--- config.mk ---
export PLATFORM = sky130hd
export DESIGN_NAME = lru_key_value_cache
export DESIGN_NICKNAME = d
export VERILOG_FILES = /design/src/rtl/lkvc_pkg.sv /design/src/rtl/lru_key_value_cache.sv /design/src/rtl/lkvc_cell.sv
export SDC_FILE = /design/constraint.sdc
export NUM_CORES = 2
export LEC_CHECK = 0
export ABC_AREA = 1
export BUFFER_PORTS_ARGS = -buffer_cell sky130_fd_sc_hd__buf_4
export CAP_MARGIN = 40
export CORE_UTILIZATION = 50
export CTS_BUF_LIST = sky130_fd_sc_hd__clkbuf_8
export CTS_CLUSTER_DIAMETER = 100
export CTS_CLUSTER_SIZE = 40
export DETAILED_ROUTE_END_ITERATION = 8
export PLACE_DENSITY = 0.66
export SLEW_MARGIN = 5
export SYNTH_ARGS = -nofsm -noshare
export SYNTH_HDL_FRONTEND = slang
export SYNTH_SLANG_ARGS = --single-unit
--- constraint.sdc ---
create_clock -name clk -period 9.5 [get_ports clk]
set_input_delay 1.9 -clock clk [delete_from_list [all_inputs] [get_ports clk]]
set_output_delay 1.9 -clock clk [all_outputs]
set_load 0.03 [all_outputs]
--- src/rtl/lkvc_pkg.sv ---
package lkvc_pkg;

  localparam int DATA_W  = 32;
  localparam int CAP_W   = 5;
  localparam int PADDR_W = 3;
  localparam int PDATA_W = 32;

  localparam logic [CAP_W-1:0]  CAP_RESET = 5'd16;
  localparam logic [DATA_W-1:0] NEG_ONE   = 32'hFFFF_FFFF;

  localparam logic OP_GET = 1'b0;
  localparam logic OP_PUT = 1'b1;

  // Register index, taken from paddr above the byte offset.
  localparam logic REG_CAPACITY = 1'b0;

  // Flags that travel down the cell row with a lookup.
  typedef struct packed {
    logic active;
    logic hit;
    logic free_seen;
    logic lru_seen;
  } scan_t;

  // Update broadcast from the controller to every cell.
  typedef struct packed {
    logic clear;
    logic update;
    logic promote_all;
    logic write_entry;
    logic write_value;
  } commit_t;

endpackage

--- src/rtl/lru_key_value_cache.sv ---
// Channel   | Handshake                         | Payload
// ----------+-----------------------------------+-----------------------------------
// input     | start, busy (beat: start & !busy) | in_opcode, in_key, in_value
// result    | out_valid (one-cycle strobe)      | out_hit, out_read_value
// config    | psel, penable, pwrite, pready     | paddr, pwdata, prdata (capacity)
//
// A lookup walks the row of cells one cell per clock: the beat is registered,
// passes the scan register of each cell in turn, and strobes out of the result
// register. Busy is high until the cycle of the strobe, and the next beat can
// be taken in that cycle, so one lookup is in the row at a time. Synchronous
// reset clears all valid bits and the occupancy and sets capacity to 16; there
// is no clearing pass. The receiver cannot stall; a capacity write empties the store.
module lru_key_value_cache #(
  parameter int ENTRIES = 16
) (
  input  logic                          clk,
  input  logic                          rst_n,
  input  logic                          start,
  output logic                          busy,
  input  logic                          in_opcode,
  input  logic signed [lkvc_pkg::DATA_W-1:0] in_key,
  input  logic signed [lkvc_pkg::DATA_W-1:0] in_value,
  output logic                          out_valid,
  output logic                          out_hit,
  output logic signed [lkvc_pkg::DATA_W-1:0] out_read_value,
  input  logic                          psel,
  input  logic                          penable,
  input  logic                          pwrite,
  input  logic [lkvc_pkg::PADDR_W-1:0]  paddr,
  input  logic [lkvc_pkg::PDATA_W-1:0]  pwdata,
  output logic [lkvc_pkg::PDATA_W-1:0]  prdata,
  output logic                          pready
);

  localparam int IDX_W = (ENTRIES > 1) ? $clog2(ENTRIES) : 1;
  localparam int OCC_W = $clog2(ENTRIES + 1);
  localparam int CW    = (OCC_W > lkvc_pkg::CAP_W) ? OCC_W : lkvc_pkg::CAP_W;

  logic [lkvc_pkg::CAP_W-1:0]  cap_r;
  logic                        busy_r, busy_nxt;
  logic                        go_r;
  logic                        op_r;
  logic [lkvc_pkg::DATA_W-1:0] key_r;
  logic [lkvc_pkg::DATA_W-1:0] value_r;
  logic [OCC_W-1:0]            occ_r, occ_nxt;
  logic                        out_valid_r;
  logic                        out_hit_r;
  logic [lkvc_pkg::DATA_W-1:0] out_read_value_r;

  logic accept;
  logic cap_wr;
  logic cap_sel;
  logic done;
  logic room;
  logic [CW-1:0] cap_ext, cap_eff;

  lkvc_pkg::commit_t commit;
  logic [IDX_W-1:0]  commit_slot;
  logic [IDX_W-1:0]  commit_limit;

  lkvc_pkg::scan_t             scan_c        [ENTRIES+1];
  logic [IDX_W-1:0]            found_idx_c   [ENTRIES+1];
  logic [IDX_W-1:0]            found_rank_c  [ENTRIES+1];
  logic [lkvc_pkg::DATA_W-1:0] found_value_c [ENTRIES+1];
  logic [IDX_W-1:0]            free_idx_c    [ENTRIES+1];
  logic [IDX_W-1:0]            lru_idx_c     [ENTRIES+1];

  assign accept  = start && !busy_r;
  assign cap_sel = (paddr[lkvc_pkg::PADDR_W-1:2] == lkvc_pkg::REG_CAPACITY);
  assign cap_wr  = psel && penable && pwrite && cap_sel;
  assign pready  = 1'b1;
  assign prdata  = cap_sel ? lkvc_pkg::PDATA_W'(cap_r) : '0;

  // Head of the row: a fresh record enters for one cycle after each beat.
  assign scan_c[0]        = '{active: go_r, hit: 1'b0, free_seen: 1'b0, lru_seen: 1'b0};
  assign found_idx_c[0]   = '0;
  assign found_rank_c[0]  = '0;
  assign found_value_c[0] = '0;
  assign free_idx_c[0]    = '0;
  assign lru_idx_c[0]     = '0;

  for (genvar i = 0; i < ENTRIES; i++) begin : g_cell
    lkvc_cell #(
      .ENTRIES  (ENTRIES),
      .CELL_IDX (i)
    ) u_cell (
      .clk             (clk),
      .rst_n           (rst_n),
      .commit          (commit),
      .commit_slot     (commit_slot),
      .commit_limit    (commit_limit),
      .item_key        (key_r),
      .item_value      (value_r),
      .occupancy       (occ_r),
      .scan_in         (scan_c[i]),
      .found_idx_in    (found_idx_c[i]),
      .found_rank_in   (found_rank_c[i]),
      .found_value_in  (found_value_c[i]),
      .free_idx_in     (free_idx_c[i]),
      .lru_idx_in      (lru_idx_c[i]),
      .scan_out        (scan_c[i+1]),
      .found_idx_out   (found_idx_c[i+1]),
      .found_rank_out  (found_rank_c[i+1]),
      .found_value_out (found_value_c[i+1]),
      .free_idx_out    (free_idx_c[i+1]),
      .lru_idx_out     (lru_idx_c[i+1])
    );
  end

  assign done = scan_c[ENTRIES].active;

  // Capacity zero acts as one, and anything above the row length as the row length.
  always_comb begin
    cap_ext = CW'(cap_r);
    cap_eff = cap_ext;
    if (cap_ext == '0) begin
      cap_eff = CW'(1);
    end else if (cap_ext > CW'(ENTRIES)) begin
      cap_eff = CW'(ENTRIES);
    end
  end

  assign room = CW'(occ_r) < cap_eff;

  always_comb begin
    commit       = '0;
    commit_slot  = '0;
    commit_limit = '0;
    occ_nxt      = occ_r;
    if (cap_wr) begin
      commit.clear = 1'b1;
      occ_nxt      = '0;
    end else if (done) begin
      if (scan_c[ENTRIES].hit) begin
        commit.update      = 1'b1;
        commit.write_value = (op_r == lkvc_pkg::OP_PUT);
        commit_slot        = found_idx_c[ENTRIES];
        commit_limit       = found_rank_c[ENTRIES];
      end else if (op_r == lkvc_pkg::OP_PUT) begin
        if (room) begin
          if (scan_c[ENTRIES].free_seen) begin
            commit.update      = 1'b1;
            commit.promote_all = 1'b1;
            commit.write_entry = 1'b1;
            commit.write_value = 1'b1;
            commit_slot        = free_idx_c[ENTRIES];
            occ_nxt            = occ_r + OCC_W'(1);
          end
        end else if (scan_c[ENTRIES].lru_seen) begin
          // Full store: the least recent slot takes the new key.
          commit.update      = 1'b1;
          commit.promote_all = 1'b1;
          commit.write_entry = 1'b1;
          commit.write_value = 1'b1;
          commit_slot        = lru_idx_c[ENTRIES];
        end
      end
    end
  end

  always_comb begin
    busy_nxt = busy_r;
    if (accept) begin
      busy_nxt = 1'b1;
    end else if (done) begin
      busy_nxt = 1'b0;
    end
  end

  always_ff @(posedge clk) begin
    if (!rst_n) begin
      cap_r       <= lkvc_pkg::CAP_RESET;
      busy_r      <= 1'b0;
      go_r        <= 1'b0;
      occ_r       <= '0;
      out_valid_r <= 1'b0;
    end else begin
      if (cap_wr) begin
        cap_r <= pwdata[lkvc_pkg::CAP_W-1:0];
      end
      busy_r      <= busy_nxt;
      go_r        <= accept;
      occ_r       <= occ_nxt;
      out_valid_r <= done;
    end
  end

  always_ff @(posedge clk) begin
    if (accept) begin
      op_r    <= in_opcode;
      key_r   <= in_key;
      value_r <= in_value;
    end
    if (done) begin
      out_hit_r        <= scan_c[ENTRIES].hit;
      out_read_value_r <= (scan_c[ENTRIES].hit && (op_r == lkvc_pkg::OP_GET)) ?
                          found_value_c[ENTRIES] : lkvc_pkg::NEG_ONE;
    end
  end

  assign busy           = busy_r;
  assign out_valid      = out_valid_r;
  assign out_hit        = out_hit_r;
  assign out_read_value = out_read_value_r;

endmodule

--- src/rtl/lkvc_cell.sv ---
module lkvc_cell #(
  parameter int ENTRIES  = 16,
  parameter int CELL_IDX = 0,
  localparam int IDX_W   = (ENTRIES > 1) ? $clog2(ENTRIES) : 1,
  localparam int OCC_W   = $clog2(ENTRIES + 1)
) (
  input  logic                       clk,
  input  logic                       rst_n,
  input  lkvc_pkg::commit_t          commit,
  input  logic [IDX_W-1:0]           commit_slot,
  input  logic [IDX_W-1:0]           commit_limit,
  input  logic [lkvc_pkg::DATA_W-1:0] item_key,
  input  logic [lkvc_pkg::DATA_W-1:0] item_value,
  input  logic [OCC_W-1:0]           occupancy,
  input  lkvc_pkg::scan_t            scan_in,
  input  logic [IDX_W-1:0]           found_idx_in,
  input  logic [IDX_W-1:0]           found_rank_in,
  input  logic [lkvc_pkg::DATA_W-1:0] found_value_in,
  input  logic [IDX_W-1:0]           free_idx_in,
  input  logic [IDX_W-1:0]           lru_idx_in,
  output lkvc_pkg::scan_t            scan_out,
  output logic [IDX_W-1:0]           found_idx_out,
  output logic [IDX_W-1:0]           found_rank_out,
  output logic [lkvc_pkg::DATA_W-1:0] found_value_out,
  output logic [IDX_W-1:0]           free_idx_out,
  output logic [IDX_W-1:0]           lru_idx_out
);

  localparam int CMP_W = OCC_W + 1;
  localparam logic [IDX_W-1:0] MY_IDX = IDX_W'(CELL_IDX);

  logic                        valid_r, valid_nxt;
  logic [lkvc_pkg::DATA_W-1:0] key_r, key_nxt;
  logic [lkvc_pkg::DATA_W-1:0] value_r, value_nxt;
  logic [IDX_W-1:0]            rank_r, rank_nxt;

  lkvc_pkg::scan_t             scan_r, scan_nxt;
  logic [IDX_W-1:0]            found_idx_r, found_idx_nxt;
  logic [IDX_W-1:0]            found_rank_r, found_rank_nxt;
  logic [lkvc_pkg::DATA_W-1:0] found_value_r, found_value_nxt;
  logic [IDX_W-1:0]            free_idx_r, free_idx_nxt;
  logic [IDX_W-1:0]            lru_idx_r, lru_idx_nxt;

  logic is_lru;

  // The least recent entry is the one whose rank is occupancy minus one.
  assign is_lru = valid_r &&
                  ((CMP_W'(rank_r) + CMP_W'(1)) == CMP_W'(occupancy));

  // Scan stage: fold this cell's entry into the record and pass it on.
  always_comb begin
    scan_nxt        = scan_in;
    found_idx_nxt   = found_idx_in;
    found_rank_nxt  = found_rank_in;
    found_value_nxt = found_value_in;
    free_idx_nxt    = free_idx_in;
    lru_idx_nxt     = lru_idx_in;
    if (scan_in.active) begin
      if (!scan_in.hit && valid_r && (key_r == item_key)) begin
        scan_nxt.hit    = 1'b1;
        found_idx_nxt   = MY_IDX;
        found_rank_nxt  = rank_r;
        found_value_nxt = value_r;
      end
      if (!scan_in.free_seen && !valid_r) begin
        scan_nxt.free_seen = 1'b1;
        free_idx_nxt       = MY_IDX;
      end
      if (!scan_in.lru_seen && is_lru) begin
        scan_nxt.lru_seen = 1'b1;
        lru_idx_nxt       = MY_IDX;
      end
    end
  end

  // Entry update from the broadcast commit.
  always_comb begin
    valid_nxt = valid_r;
    key_nxt   = key_r;
    value_nxt = value_r;
    rank_nxt  = rank_r;
    if (commit.clear) begin
      valid_nxt = 1'b0;
    end else if (commit.update) begin
      if (commit_slot == MY_IDX) begin
        rank_nxt = '0;
        if (commit.write_entry) begin
          valid_nxt = 1'b1;
          key_nxt   = item_key;
        end
        if (commit.write_value) begin
          value_nxt = item_value;
        end
      end else if (valid_r && (commit.promote_all || (rank_r < commit_limit))) begin
        rank_nxt = rank_r + IDX_W'(1);
      end
    end
  end

  always_ff @(posedge clk) begin
    if (!rst_n) begin
      valid_r <= 1'b0;
      scan_r  <= '0;
    end else begin
      valid_r <= valid_nxt;
      scan_r  <= scan_nxt;
    end
  end

  always_ff @(posedge clk) begin
    key_r         <= key_nxt;
    value_r       <= value_nxt;
    rank_r        <= rank_nxt;
    found_idx_r   <= found_idx_nxt;
    found_rank_r  <= found_rank_nxt;
    found_value_r <= found_value_nxt;
    free_idx_r    <= free_idx_nxt;
    lru_idx_r     <= lru_idx_nxt;
  end

  assign scan_out        = scan_r;
  assign found_idx_out   = found_idx_r;
  assign found_rank_out  = found_rank_r;
  assign found_value_out = found_value_r;
  assign free_idx_out    = free_idx_r;
  assign lru_idx_out     = lru_idx_r;

endmodule

==> results.json <==
{
  "status": "complete, no violations",
  "syn_inst": 6354,
  "ys_warn_count": 0,
  "synth_fa_ha_area_share_pct": 1.17,
  "crit_slowest_cell": "nand3_2",
  "r2r_setup_slack_ps": 5140,
  "cts_hold_buffers": 0,
  "dieHeight_um": 387,
  "cts_tree": "built",
  "viasPerCell": 4.99,
  "synth-edff-count": 1186,
  "crit_top_cell": "inv_1",
  "cts_setup_buffers": 0,
  "drc": 0,
  "finalMaxSlewViolations": 0,
  "place_ws_ps": 3960,
  "postRouteAntennaNets": 0,
  "htreeDepth": 2,
  "yosys_most_used_dff": "edfxtp_1",
  "cpPeakStageDelay_ps": 580,
  "clk_pin_slew_ps": 210,
  "tns_ps": 0,
  "finalCriticalPeriod_ps": 4790,
  "gp_congestion": 0.882,
  "avgRoutedWirePerCell_um": 18.2,
  "arrival_ps": 5350,
  "synth_simple_gate_area_share_pct": 13.3,
  "grt_antenna_before_repair": 6,
  "grt_setup_unrepaired": "no",
  "slew_headroom_pct": 39.3,
  "nets": 6595,
  "core_um2": 146000,
  "numPortBuffers": 116,
  "worstPathMaxFanout": 21,
  "path_class": "in -> reg",
  "whs_ps": 371,
  "synth_seq_cells": 2002,
  "cts_root_buf": "clkbuf_8",
  "cp_data_required_time_ps": 10070,
  "grt_pass1_wl_mm": 232,
  "clock_latency_ps": 900,
  "synth.avg_cell_area_um2": 11.6,
  "yosysMostFrequentCell": "edfxtp_1",
  "hold_class": "reg -> reg",
  "synth-xor-area-share_pct": 4.81,
  "die_w_um": 387,
  "syn_area_um2": 74000,
  "grt_usage_pct": 20.2,
  "finalPower_mw": 12.7,
  "cts.sinks": 2002,
  "skew_ps": 103,
  "dr_total_vias": 41800,
  "cts_buffers": 58,
  "drt_iter0_markers": 3720,
  "worst_pin_slew_ps": 910,
  "cap_violations": 0,
  "finalCritPeriodShare_pct": 50.4,
  "synth.distinct_cells": 53,
  "synthMuxAreaShare_pct": 0,
  "grt_pass1_vias": 39100,
  "path_cells": "buf_4, inv_1, nor2_1, nand3_1, inv_1, nor2_2, nand3_2, inv_2, nand3_1, inv_1, buf_16",
  "final_core_util_pct": 53.4,
  "die-area_um2": 150000,
  "dp_hpwl_mm": 99.6,
  "timing.final.ws_setup_ps": 4710,
  "synth_top_family_by_area": "simple AND/OR/NAND/NOR gates",
  "p_per_area_nw_per_um2": 162,
  "ir_worst_vdd_mv": 0.162,
  "clock_path_buffers": 3,
  "drive_above_1_share_pct": 8.37,
  "rows": 140,
  "async_flop_share_pct": 0,
  "ios": 174,
  "grt_max_degree": 78,
  "crit_path_start_kind": "input pin",
  "final_hold_viol_count": 0,
  "fmax_mhz": 209,
  "ys_top_cells_by_area": "edfxtp_1, dfxtp_1, nand2_1, inv_1, nor2_1",
  "initial_core_util_pct": 50.6,
  "cellLeakagePower_nw": 29.3,
  "synth_top_area_share_pct": 48.1,
  "setup_viol": 0,
  "yosysSeqAreaShare_pct": 70.2,
  "grt_remaining_overflow": 0,
  "routed_wl_mm": 152,
  "firstDrtPassIters": 5,
  "ctsResizeCount": 0,
  "worstSetupEndpointType": "register",
  "synth_top_area_cell": "edfxtp_1",
  "synth_common_cells": "edfxtp_1, nand2_1, dfxtp_1",
  "synth_compound_area_share_pct": 4.56,
  "area_delta_synth_final_pct": 5.67
}
## final timing paths
kind | cells after the start | start | endpoint
worst max-delay path | 11 | pwrite | g_cell[9].u_cell.key_r[29]
worst max register to register | 17 | cap_ext[2] | g_cell[9].u_cell.key_r[29]
worst min-delay path | 2 | g_cell[4].u_cell.found_value_out[4] | g_cell[5].u_cell.found_value_out[4]
worst min register to register | 2 | g_cell[4].u_cell.found_value_out[4] | g_cell[5].u_cell.found_value_out[4]
## area by class of cell
| class | instances | area, um^2 |
|---|---|---|
| clock buffer | 60 | 826 |
| sequential | 2002 | 52000 |
| timing repair buffer | 229 | 2030 |
| tap | 1917 | 2400 |
| multi-input combinational | 3382 | 17900 |
| fill | 12400 | 68100 |
| antenna | 1 | 2.50 |
| clock inverter | 47 | 307 |
| inverter | 747 | 2810 |
## power by group
part | switching (mW) | leakage (nW) | total [mW] | internal (mW)
sequential | 0.0596 | 17.2 | 9.27 | 9.21
clock | 2.36 | 0.689 | 3.00 | 0.635
combinational | 0.281 | 11.4 | 0.397 | 0.116
## cells by family (layout without fill, tap and decap cells)
kind of cell,after synthesis,in the layout
buffers and inverters,996,1083
DFF,2002,2002
other,2,29
and+or+nand+nor,2266,2266
adders and majority gates,69,69
xor gates and xnor gates,406,406
AOI/OAI and AO/OA,613,613
## critical path, delay by kind of cell
kind | cells | cell delay, ps
buffers and inverters | 6 | 1720
AND/OR/NAND/NOR | 5 | 1700
## through the flow
step                      std cells  cell area, um^2
final                          8385            78200
after detailed placement       8277            77000
after global routing           8385            78200
after CTS                      8384            78200
after global placement         8257            76600
after floorplan                6380            74100
## cell usage in the layout, fill, tap and decap left out, types with 8 or more instances in the layout
| cell type | count |
|---|---|
| conb_1 | 28 |
| o21ai_1 | 16 |
| a21oi_1 | 349 |
| o21ai_0 | 142 |
| xor2_1 | 252 |
| buf_16 | 12 |
| edfxtp_1 | 1186 |
| clkbuf_8 | 60 |
| nand2_1 | 1087 |
| o211ai_1 | 10 |
| a211oi_1 | 16 |
| nor2_1 | 585 |
| nand3_1 | 149 |
| o22ai_1 | 29 |
| nand3b_1 | 14 |
| a21oi_2 | 11 |
| nor3b_1 | 11 |
| dfxtp_1 | 815 |
| nor2_2 | 8 |
| nand4_1 | 57 |
| ha_1 | 69 |
| inv_1 | 756 |
| nand2_2 | 11 |
| xnor2_1 | 154 |
| or2_2 | 130 |
| nor2_4 | 13 |
| inv_2 | 17 |
| buf_4 | 209 |
| nand3_2 | 10 |
| nor3_2 | 18 |
| nor4_1 | 57 |
| nor3_1 | 89 |
## metal layers
layer  share of wire [%]  GRT usage (%)  wire length [um]
met2                  45           32.2             68600
met5               0.033              0                50
met1                  46           29.5             70700
met4                 2.3           4.94              3490
met3                 6.2           2.47              9490
## registers in the layout, summed over array words and instances, names as in the netlist
name and flops:
g_cell.u_cell.found_value_out 512, g_cell.u_cell.key_r 512, g_cell.u_cell.value_r 512, g_cell.u_cell.found_rank_out 64, g_cell.u_cell.rank_r 64, g_cell.u_cell.scan_out 64
g_cell.u_cell.found_idx_out 49, g_cell.u_cell.free_idx_out 49, g_cell.u_cell.lru_idx_out 49, key_r 32, out_read_value 32, value_r 32
g_cell.u_cell.valid_r 16, cap_ext 5, occ_r 5, busy 1, go_r 1, op_r 1
out_hit 1, out_valid 1
Note: power is estimated with default switching activity, not from simulation.
